===== config.mk =====
export PLATFORM = sky130hd
export DESIGN_NAME = lfu_page_replacement
export DESIGN_NICKNAME = d
export VERILOG_FILES = /design/src/lfupr_pkg.sv /design/src/lfupr_ctrl.sv /design/src/lfupr_datapath.sv /design/src/lfu_page_replacement.sv
export SDC_FILE = /design/constraint.sdc
export NUM_CORES = 1
export LEC_CHECK = 0
export ABC_AREA = 1
export BUFFER_PORTS_ARGS = -buffer_cell sky130_fd_sc_hd__buf_2
export CORE_MARGIN = 2
export CORE_UTILIZATION = 45
export CTS_CLUSTER_DIAMETER = 120
export CTS_CLUSTER_SIZE = 12
export DETAILED_ROUTE_END_ITERATION = 16
export GPL_ROUTABILITY_DRIVEN = 0
export SYNTH_ARGS = -nofsm -noshare
export SYNTH_HDL_FRONTEND = slang
export SYNTH_SLANG_ARGS = --single-unit
export TNS_END_PERCENT = 1

===== constraint.sdc =====
create_clock -name aclk -period 6.2 [get_ports aclk]
set_input_delay 0.31 -clock aclk [delete_from_list [all_inputs] [get_ports aclk]]
set_output_delay 0.31 -clock aclk [all_outputs]
set_load 0.03 [all_outputs]

===== src/lfupr_pkg.sv =====
package lfupr_pkg;

    localparam int FRAMES  = 8;
    localparam int FRAME_W = (FRAMES > 1) ? $clog2(FRAMES) : 1;
    localparam int PAGE_W  = 20;
    localparam int COUNT_W = 16;
    localparam int WORD_W  = 32;
    localparam int CFG_W   = 4;
    localparam int INDEX_W = 3;

    localparam logic [CFG_W-1:0] ACTIVE_RESET = CFG_W'(8);

    // commands from the controller to the datapath
    typedef struct packed {
        logic load;     // take a new reference, start the scan
        logic scan;     // examine one frame
        logic commit;   // update the chosen frame and the result word
    } cmd_t;

    // status from the datapath to the controller
    typedef struct packed {
        logic match;    // frame under the scan pointer holds the page
        logic last;     // scan pointer is at the last active frame
        logic out_free; // result register can take a new word
    } status_t;

    function automatic logic [WORD_W-1:0] sat_inc_word(input logic [WORD_W-1:0] v);
        return (v == '1) ? v : v + WORD_W'(1);
    endfunction

    function automatic logic [COUNT_W-1:0] sat_inc_count(input logic [COUNT_W-1:0] v);
        return (v == '1) ? v : v + COUNT_W'(1);
    endfunction

endpackage


===== src/lfupr_ctrl.sv =====
module lfupr_ctrl (
    input  logic              aclk,
    input  logic              aresetn,
    input  logic              s_valid,
    output logic              s_ready,
    input  lfupr_pkg::status_t status,
    output lfupr_pkg::cmd_t   cmd
);
    import lfupr_pkg::*;

    typedef enum logic [1:0] {
        ST_IDLE,
        ST_SCAN,
        ST_FINISH
    } state_t;

    state_t state_reg, state_next;

    always_comb begin
        state_next = state_reg;
        cmd        = '0;
        s_ready    = 1'b0;
        unique case (state_reg)
            ST_IDLE: begin
                s_ready = 1'b1;
                if (s_valid) begin
                    cmd.load   = 1'b1;
                    state_next = ST_SCAN;
                end
            end
            ST_SCAN: begin
                cmd.scan = 1'b1;
                if (status.match || status.last) begin
                    state_next = ST_FINISH;
                end
            end
            ST_FINISH: begin
                if (status.out_free) begin
                    cmd.commit = 1'b1;
                    state_next = ST_IDLE;
                end
            end
            default: state_next = ST_IDLE;
        endcase
    end

    always_ff @(posedge aclk) begin
        if (!aresetn) begin
            state_reg <= ST_IDLE;
        end else begin
            state_reg <= state_next;
        end
    end

endmodule


===== src/lfupr_datapath.sv =====
module lfupr_datapath (
    input  logic                           aclk,
    input  logic                           aresetn,
    input  lfupr_pkg::cmd_t                cmd,
    output lfupr_pkg::status_t             status,
    input  logic                           cfg_valid,
    output logic                           cfg_ready,
    input  logic [lfupr_pkg::CFG_W-1:0]    cfg_data,
    input  logic [lfupr_pkg::PAGE_W-1:0]   s_page_number,
    output logic                           m_valid,
    input  logic                           m_ready,
    output logic                           m_hit,
    output logic [lfupr_pkg::INDEX_W-1:0]  m_frame_index,
    output logic                           m_replaced,
    output logic [lfupr_pkg::PAGE_W-1:0]   m_evicted_page,
    output logic [lfupr_pkg::WORD_W-1:0]   m_fault_total,
    output logic [lfupr_pkg::WORD_W-1:0]   m_hit_total
);
    import lfupr_pkg::*;

    // frame table
    logic [PAGE_W-1:0]  page_reg  [FRAMES];
    logic [FRAMES-1:0]  valid_reg;
    logic [COUNT_W-1:0] count_reg [FRAMES];
    logic [WORD_W-1:0]  stamp_reg [FRAMES];

    logic [CFG_W-1:0]   active_reg;
    logic [WORD_W-1:0]  tick_reg, faults_reg, hits_reg;

    // per-reference working registers
    logic [PAGE_W-1:0]  ref_page_reg;
    logic [FRAME_W-1:0] last_idx_reg;
    logic [FRAME_W-1:0] idx_reg;
    logic               found_reg;
    logic [FRAME_W-1:0] hit_idx_reg;
    logic [COUNT_W-1:0] hit_count_reg;
    logic               empty_found_reg;
    logic [FRAME_W-1:0] empty_idx_reg;
    logic [FRAME_W-1:0] best_idx_reg;
    logic [COUNT_W-1:0] best_count_reg;
    logic [WORD_W-1:0]  best_stamp_reg;
    logic [PAGE_W-1:0]  best_page_reg;

    // result register
    logic               out_valid_reg;
    logic               out_hit_reg;
    logic [INDEX_W-1:0] out_index_reg;
    logic               out_repl_reg;
    logic [PAGE_W-1:0]  out_evicted_reg;
    logic [WORD_W-1:0]  out_faults_reg;
    logic [WORD_W-1:0]  out_hits_reg;

    logic [FRAME_W-1:0] last_idx_next;
    logic               rd_valid;
    logic [PAGE_W-1:0]  rd_page;
    logic [COUNT_W-1:0] rd_count;
    logic [WORD_W-1:0]  rd_stamp;
    logic               rd_match;
    logic               rd_better;
    logic [FRAME_W-1:0] fill_idx;
    logic [WORD_W-1:0]  faults_inc, hits_inc;

    // clamp the active frame count, kept as the last index to scan
    always_comb begin
        if (active_reg == '0) begin
            last_idx_next = '0;
        end else if (int'(active_reg) > FRAMES) begin
            last_idx_next = FRAME_W'(FRAMES - 1);
        end else begin
            last_idx_next = FRAME_W'(active_reg - CFG_W'(1));
        end
    end

    assign rd_valid  = valid_reg[idx_reg];
    assign rd_page   = page_reg[idx_reg];
    assign rd_count  = count_reg[idx_reg];
    assign rd_stamp  = stamp_reg[idx_reg];
    assign rd_match  = rd_valid && (rd_page == ref_page_reg);
    assign rd_better = (idx_reg == '0) || (rd_count < best_count_reg) ||
                       ((rd_count == best_count_reg) && (rd_stamp < best_stamp_reg));

    assign fill_idx   = empty_found_reg ? empty_idx_reg : best_idx_reg;
    assign faults_inc = sat_inc_word(faults_reg);
    assign hits_inc   = sat_inc_word(hits_reg);

    assign status.match    = rd_match;
    assign status.last     = (idx_reg == last_idx_reg);
    assign status.out_free = !out_valid_reg || m_ready;

    assign cfg_ready = 1'b1;

    // config, time, totals, result valid flag and the frame table's valid flags, use counts and stamps
    always_ff @(posedge aclk) begin
        if (!aresetn) begin
            active_reg    <= ACTIVE_RESET;
            valid_reg     <= '0;
            tick_reg      <= '0;
            faults_reg    <= '0;
            hits_reg      <= '0;
            out_valid_reg <= 1'b0;
            for (int i = 0; i < FRAMES; i++) begin
                count_reg[i] <= '0;
                stamp_reg[i] <= '0;
            end
        end else begin
            if (cfg_valid) begin
                active_reg <= cfg_data;
            end
            if (cmd.load) begin
                tick_reg <= sat_inc_word(tick_reg);
            end
            if (cmd.commit) begin
                out_valid_reg <= 1'b1;
            end else if (m_ready) begin
                out_valid_reg <= 1'b0;
            end
            if (cmd.commit) begin
                if (found_reg) begin
                    hits_reg               <= hits_inc;
                    count_reg[hit_idx_reg] <= hit_count_reg;
                    stamp_reg[hit_idx_reg] <= tick_reg;
                end else begin
                    faults_reg          <= faults_inc;
                    valid_reg[fill_idx] <= 1'b1;
                    count_reg[fill_idx] <= COUNT_W'(1);
                    stamp_reg[fill_idx] <= tick_reg;
                end
            end
        end
    end

    // payload registers
    always_ff @(posedge aclk) begin
        if (cmd.load) begin
            ref_page_reg    <= s_page_number;
            last_idx_reg    <= last_idx_next;
            idx_reg         <= '0;
            found_reg       <= 1'b0;
            empty_found_reg <= 1'b0;
        end
        if (cmd.scan) begin
            idx_reg <= idx_reg + FRAME_W'(1);
            if (rd_match) begin
                found_reg     <= 1'b1;
                hit_idx_reg   <= idx_reg;
                hit_count_reg <= sat_inc_count(rd_count);
            end
            if (!rd_valid && !empty_found_reg) begin
                empty_found_reg <= 1'b1;
                empty_idx_reg   <= idx_reg;
            end
            if (rd_better) begin
                best_idx_reg   <= idx_reg;
                best_count_reg <= rd_count;
                best_stamp_reg <= rd_stamp;
                best_page_reg  <= rd_page;
            end
        end
        if (cmd.commit) begin
            if (found_reg) begin
                out_hit_reg     <= 1'b1;
                out_index_reg   <= INDEX_W'(hit_idx_reg);
                out_repl_reg    <= 1'b0;
                out_evicted_reg <= '0;
                out_faults_reg  <= faults_reg;
                out_hits_reg    <= hits_inc;
            end else begin
                page_reg[fill_idx] <= ref_page_reg;
                out_hit_reg        <= 1'b0;
                out_index_reg      <= INDEX_W'(fill_idx);
                out_repl_reg       <= !empty_found_reg;
                out_evicted_reg    <= empty_found_reg ? '0 : best_page_reg;
                out_faults_reg     <= faults_inc;
                out_hits_reg       <= hits_reg;
            end
        end
    end

    assign m_valid        = out_valid_reg;
    assign m_hit          = out_hit_reg;
    assign m_frame_index  = out_index_reg;
    assign m_replaced     = out_repl_reg;
    assign m_evicted_page = out_evicted_reg;
    assign m_fault_total  = out_faults_reg;
    assign m_hit_total    = out_hits_reg;

endmodule


===== src/lfu_page_replacement.sv =====
// lfu page replacement with least-recently-used tie break
//
// input channel (s_valid / s_ready / s_page_number): one word is one page
// reference. result channel (m_valid / m_ready / m_*): one word per reference
// with hit flag, frame index, eviction info and the running fault and hit
// totals. config channel (cfg_valid / cfg_ready / cfg_data): sets the number
// of active frames; write it only while no reference is in flight.
//
// sequence: the reference is taken in the idle state, then the scan examines one
// active frame per cycle (it stops early on a hit), then the finish state writes
// the frame table and loads the result register once the output register is
// free. a new reference is taken only after the last one has been committed;
// the scan over the frame table through a single read pointer sets its length.
//
// reset (aresetn, synchronous, active low) empties every frame, clears use
// counts, stamps, time and totals, and sets eight active frames.
// a stalled receiver holds the result word in the output register; the next
// reference is still taken and scanned, and waits in its final cycle until
// the output register is free.
module lfu_page_replacement (
    input  logic                           aclk,
    input  logic                           aresetn,
    input  logic                           cfg_valid,
    output logic                           cfg_ready,
    input  logic [lfupr_pkg::CFG_W-1:0]    cfg_data,
    input  logic                           s_valid,
    output logic                           s_ready,
    input  logic [lfupr_pkg::PAGE_W-1:0]   s_page_number,
    output logic                           m_valid,
    input  logic                           m_ready,
    output logic                           m_hit,
    output logic [lfupr_pkg::INDEX_W-1:0]  m_frame_index,
    output logic                           m_replaced,
    output logic [lfupr_pkg::PAGE_W-1:0]   m_evicted_page,
    output logic [lfupr_pkg::WORD_W-1:0]   m_fault_total,
    output logic [lfupr_pkg::WORD_W-1:0]   m_hit_total
);
    import lfupr_pkg::*;

    // command and status between sequencer and datapath
    cmd_t    cmd;
    status_t status;

    // sequencer: idle, scan, finish
    lfupr_ctrl u_ctrl (
        .aclk    (aclk),
        .aresetn (aresetn),
        .s_valid (s_valid),
        .s_ready (s_ready),
        .status  (status),
        .cmd     (cmd)
    );

    // frame table, scan registers, totals and result register
    lfupr_datapath u_datapath (
        .aclk           (aclk),
        .aresetn        (aresetn),
        .cmd            (cmd),
        .status         (status),
        .cfg_valid      (cfg_valid),
        .cfg_ready      (cfg_ready),
        .cfg_data       (cfg_data),
        .s_page_number  (s_page_number),
        .m_valid        (m_valid),
        .m_ready        (m_ready),
        .m_hit          (m_hit),
        .m_frame_index  (m_frame_index),
        .m_replaced     (m_replaced),
        .m_evicted_page (m_evicted_page),
        .m_fault_total  (m_fault_total),
        .m_hit_total    (m_hit_total)
    );

endmodule


### After elaboration in Yosys (flattened, before gate mapping)

Memories as Yosys holds them, arrays and structs flattened. A register that Yosys moved wholly into a read port is not among the register bits.
Cells that the tools add are included.

* reduce and logical (&&, ||, !) cells: 27
* multiplexer cells: 57
* add/subtract/negate cells: 6
* $lt $le $gt $ge: 6
* equal/unequal tests: 12
* bitwise gates (word level): 3

Operator list (number)
* 32-bit two-way mux: 6
* 32-bit by 1-bit adder with 32-bit output, second input constant: 3
* 32-bit == test, second input constant: 3
* 32-bit OR reduction: 2
* 16-bit two-way mux: 3
* 3-bit two-way mux: 12
* 32-bit < comparator: 1
* 16-bit OR reduction: 2
* 1-bit two-way mux: 30
* 20-bit == test: 1
* 16-bit by 1-bit adder with 16-bit output, second input constant: 1
* 16-bit == test: 1
* 16-bit == test, second input constant: 1
* 16-bit < comparator: 1
* 2-bit AND reduction: 5
* 3-bit by 4-bit < comparator with 1-bit output, second input constant: 2
* 8-bit bitwise OR: 1
* 2-bit two-way mux: 3
* 2-bit case mux with 3 select lines: 1
* 4-bit greater-than comparator, second input constant: 1
* 1-bit logical AND: 4
* 4-bit logical NOT: 1
* 1-bit logical OR: 4
* 2-bit inequality test, second input constant: 2
* other kinds (16): 20

* output and inout port bits: 92
* RAM bits: 544
* register bits after elaboration: 321
* memories kept: 3
* bits of input ports: 29
* logic and storage cells: 139

Memory list
* u_datapath.stamp_reg: words 8, width 32, rd ports 1, clocked after Yosys merged registers in 1, wr ports 8, RTL line lfupr_datapath.sv:25 `logic [WORD_W-1:0] stamp_reg [FRAMES];`
* u_datapath.page_reg: words 8, width 20, rd ports 1, clocked after Yosys merged registers in 1, wr ports 1, RTL line lfupr_datapath.sv:22 `logic [PAGE_W-1:0] page_reg [FRAMES];`
* u_datapath.count_reg: words 8, width 16, rd ports 1, clocked after Yosys merged registers in 1, wr ports 8, RTL line lfupr_datapath.sv:24 `logic [COUNT_W-1:0] count_reg [FRAMES];`

### Depth between registers and ports, before layout

* word-level depth: 10
* depth in mapped cells: 22
* mapped depth without buffers: 17

### Hierarchy

From an unflattened synthesis, not the netlist that was laid out.

* cell total of the unflattened synthesis: 3809
* area total of the unflattened synthesis: 38678.3 µm²

Modules (own cells, without submodules)
* lfupr_datapath: seq. area each 24863.8 µm², area each 38547.0 µm², times used 1, cells an instance 3789
* lfupr_ctrl: seq. area each 40.0 µm², area each 131.4 µm², times used 1, cells an instance 20

### Least setup slack after synthesis

OpenSTA, ideal clock, no wires.

* kind: reg-to-reg
* start: register (tool-made name)
* end: register u_datapath.best_count_reg[0] (enable)
* arrival: 6187 ps
* buffers on the path: 5
* setup time: 524 ps
* period minus slack after synthesis: 6711 ps
* required time: 5676 ps
* cell stages (with the launch flop): 19
* slack: -511 ps
* cells stage by stage: dfxtp_1 > inv_2 > buf_4 > buf_4 > buf_2 > buf_2 > clkbuf_1 > nor2_1 > o22ai_1 > nor2_1 > a31oi_1 > ha_1 > a21oi_1 > o211ai_1 > nor3_1 > nand2_1 > a211oi_1 > nand2_1 > a21oi_1

RTL lines
* to (signal assigned): RTL line lfupr_datapath.sv:154 `best_count_reg <= rd_count;`
* to (decl): RTL line lfupr_datapath.sv:40 `logic [COUNT_W-1:0] best_count_reg;`

==> impl_metrics.env <==
export IMPL_outcome="finished, final reports clean"
export IMPL_finalCoreUtilization=0.505
export IMPL_cts_inserted_buffers=82
export IMPL_postSynthNetCount=3949
export IMPL_worst_pin_slew_ns=1.20
export IMPL_setup_viol=0
export IMPL_htree_num_levels=3
export IMPL_synth_top_cells_by_area="sky130_fd_sc_hd__edfxtp_1 58%, sky130_fd_sc_hd__nor2_1 9.8%, sky130_fd_sc_hd__dfxtp_1 6.0%"
export IMPL_groute_usage_overall=0.225
export IMPL_grt_first_pass_wirelength_um=156000
export IMPL_synth_seq_cells=868
export IMPL_cts_repair_resize_count=0
export IMPL_detailedRoute_firstIterationViolations=2653
export IMPL_pin_count_of_the_biggest_net_entering_global_routing=121
export IMPL_number_of_enable_type_register_cells_in_the_synthesized_netlist=752
export IMPL_route_detailed_drc=0
export IMPL_synth_top_cells_by_count="1,011 x sky130_fd_sc_hd__nor2_1, 752 x sky130_fd_sc_hd__edfxtp_1, 412 x sky130_fd_sc_hd__o21ai_0"
export IMPL_ys_async_sr_fraction=0
export IMPL_final_design_area_no_fill_um2=43100
export IMPL_drtAntennaViolNets=0
export IMPL_clkTransAtPathRegs_ns=0.06
export IMPL_cp_data_required_time_ns=6.52
export IMPL_r2r_worst_path_cells=15
export IMPL_hold_depth=4
export IMPL_dpl_cell_count=4982
export IMPL_critPathCaptureType="flop"
export IMPL_startpoint_type="flop"
export IMPL_die_height_um=298
export IMPL_tritoncts_clock_tree="yes"
export IMPL_period_share=0.758
export IMPL_total_power_mw=15.3
export IMPL_grt_overflow_total=0
export IMPL_nNetsFinal=4036
export IMPL_dr_pass1_iters=6
export IMPL_synthesis_instances=3866
export IMPL_synth_most_common_cell="sky130_fd_sc_hd__nor2_1"
export IMPL_power_density_nw_per_um2=355
export IMPL_finish_cell_count_without_fillers=5151
export IMPL_synth_avg_cell_area_um2=10.0
export IMPL_drt_vias_per_instance=5.36
export IMPL_num_rows=107
export IMPL_power_leakage_nw=16.1
export IMPL_worst_ep_arrival_time_ns=5.01
export IMPL_fin_crit_ns=4.70
export IMPL_cap_viol_max_count=0
export IMPL_fmax_mhz=213
export IMPL_route_vias_total=27630
export IMPL_area_share_of_the_largest_cell_type_after_synthesis=0.582
export IMPL_hold_ws_ns=0.306
export IMPL_hold_viol_final=0
export IMPL_postRouteWirelength_um=100000
export IMPL_antenna_cells=0
export IMPL_antenna_found_initial=1
export IMPL_detailedPlacementHpwl_um=58400
export IMPL_initial_utilization=0.455
export IMPL_flop_to_flop_setup_slack_ns=1.50
export IMPL_design_portCount=121
export IMPL_design_core_area_um2=85300
export IMPL_via_count_of_the_first_global_routing_pass=26623
export IMPL_cts_sinks=868
export IMPL_hold_path_endpoint="u_datapath.tick_reg[8]"
export IMPL_peakVddDrop_uv=213
export IMPL_numPortBuffers=119
export IMPL_clockBufferDepth=3
export IMPL_finalSetupTns_ns=0
export IMPL_synth_cell_type_count=48
export IMPL_chipWidth_um=298
export IMPL_cts_root_buf="sky130_fd_sc_hd__clkbuf_16"
export IMPL_synthToLayoutAreaGrowth_pct=11.1
export IMPL_post_route_cells_drive_above_1_share=0.0789
export IMPL_synth_top_area_cell="sky130_fd_sc_hd__edfxtp_1"
export IMPL_final_setup_skew_ns=0.0262
export IMPL_yosys_warnings=0
export IMPL_insertion_delay_ns=0.65
export IMPL_largest_fanout_on_the_critical_path=114
export IMPL_route_detailed_wl_per_inst_um=19.5
export IMPL_rr_endpoint="u_datapath.best_page_reg[8]"
export IMPL_final_critical_path_setup_slack_ns=1.50
export IMPL_slew_violations=0
export IMPL_placed_cell_area_um2=40400
export IMPL_min_path_type="in2reg"
export IMPL_largest_reg_flops=256
export IMPL_criticalPathCategory="reg2reg"
export IMPL_synth_seq_area_share=0.642
export IMPL_rsz0062_at_grt="no"
export IMPL_slew_headroom=0.201
export IMPL_design_die_area_um2=88500
export IMPL_synth_ff_type="sky130_fd_sc_hd__edfxtp_1"
export IMPL_worstHoldStart="aresetn"
export IMPL_mappedNetlistArea_um2=38800
export IMPL_pre_cts_ws_ns=1.53
routing by layer:
layer	wire (um)	vias up	part of all wire	global-route usage
met3	7070	144	0.071	0.0320
li1	-	13278	-	-
met1	45500	13232	0.45	0.327
met4	2300	2	0.023	0.0649
met2	45400	974	0.45	0.351
met5	8	-	0.000080	0
worst max-delay path, cell delays in order, from the launching register on:
cell                      delay, ns
sky130_fd_sc_hd__dfxtp_4       0.45
sky130_fd_sc_hd__inv_6         0.64
sky130_fd_sc_hd__buf_4         0.40
sky130_fd_sc_hd__o21ai_0       0.11
sky130_fd_sc_hd__o22ai_1       0.18
sky130_fd_sc_hd__nor2_1        0.06
sky130_fd_sc_hd__a31oi_1       0.20
sky130_fd_sc_hd__ha_1          0.28
sky130_fd_sc_hd__a21oi_1       0.20
sky130_fd_sc_hd__o21a_1        0.13
sky130_fd_sc_hd__o221a_2       0.17
sky130_fd_sc_hd__nand2_1       0.14
sky130_fd_sc_hd__nand2_1       0.09
sky130_fd_sc_hd__nand2_1       0.14
sky130_fd_sc_hd__a21oi_4       0.62
sky130_fd_sc_hd__buf_4         0.40
logic make-up (layout without fill, tap and decap cells):
kind of cell	count (synthesis)	in the layout	share of synthesized area
AO/OA/AOI/OAI	678	678	0.0944
XOR/XNOR	75	75	0.0169
adder cells (fa/ha/maj)	54	54	0.0174
buffers and inverters	557	698	0.0589
flip-flops	868	868	0.642
multiplexers	1	1	0.000258
other	1	1	0.0000967
AND/OR/NAND/NOR	1632	1632	0.170
report_power, final:
group / total, mW / internal [mW] / switching (mW) / leakage, nW
Sequential: 7.19 / 6.93 / 0.256 / 8.29
Combinational: 3.45 / 1.03 / 2.42 / 6.69
Clock: 4.66 / 2.48 / 2.18 / 1.13
area by class of cell:
type	count	area [um2]
inverter	360	1360
clock inverter	8	130
clock buffer	130	2230
multi-input combinational	2441	11600
timing repair buffer	200	1360
fill	7725	42200
tap	1144	1430
sequential	868	24900
placed cells by master, fill, tap and decap left out, types with 8 or more instances in the layout:
cell type / Yosys / layout
sky130_fd_sc_hd__a21oi_1: 102 / 101
sky130_fd_sc_hd__nand3b_1: 16 / 16
sky130_fd_sc_hd__o211ai_1: 20 / 20
sky130_fd_sc_hd__nor3_1: 61 / 61
sky130_fd_sc_hd__edfxtp_1: 752 / 752
sky130_fd_sc_hd__nand3_1: 89 / 89
sky130_fd_sc_hd__inv_1: 331 / 331
sky130_fd_sc_hd__o21ai_0: 412 / 412
sky130_fd_sc_hd__inv_2: 11 / 8
sky130_fd_sc_hd__o21ai_1: 17 / 17
sky130_fd_sc_hd__dlygate4sd3_1: 0 / 31
sky130_fd_sc_hd__buf_4: 16 / 44
sky130_fd_sc_hd__nand2_1: 382 / 366
sky130_fd_sc_hd__dfxtp_1: 116 / 113
sky130_fd_sc_hd__ha_1: 54 / 54
sky130_fd_sc_hd__clkbuf_16: 0 / 82
sky130_fd_sc_hd__xor2_1: 71 / 71
sky130_fd_sc_hd__a31oi_1: 33 / 33
sky130_fd_sc_hd__clkbuf_1: 114 / 48
sky130_fd_sc_hd__nor2_1: 1011 / 1010
sky130_fd_sc_hd__buf_2: 44 / 119
sky130_fd_sc_hd__o22ai_1: 66 / 66
sky130_fd_sc_hd__nand2_2: 3 / 19
sky130_fd_sc_hd__o21ai_2: 8 / 8
sky130_fd_sc_hd__clkinv_1: 17 / 17
sky130_fd_sc_hd__nand4_1: 38 / 38
sky130_fd_sc_hd__nor4_1: 18 / 18
worst max-delay path by stage:
| stage | startpoint | endpoint | slack [ns] |
|---|---|---|---|
| after floorplan | flop | u_datapath.best_count_reg[0] | 0.94 |
| after CTS | flop | u_datapath.best_page_reg[9] | 1.51 |
| after global placement | flop | u_datapath.best_page_reg[17] | 1.52 |
| after detailed placement | flop | u_datapath.best_page_reg[0] | 1.53 |
| final | flop | u_datapath.best_page_reg[8] | 1.50 |
| after global routing | flop | u_datapath.best_page_reg[19] | 1.23 |
repair_timing:
action / CTS / global route
hold endpoints to repair: 26 / 0
buffers inserted: 0 / 0
hold buffers: 31 / 0
No activity file was read; power rests on OpenSTA's default activity.
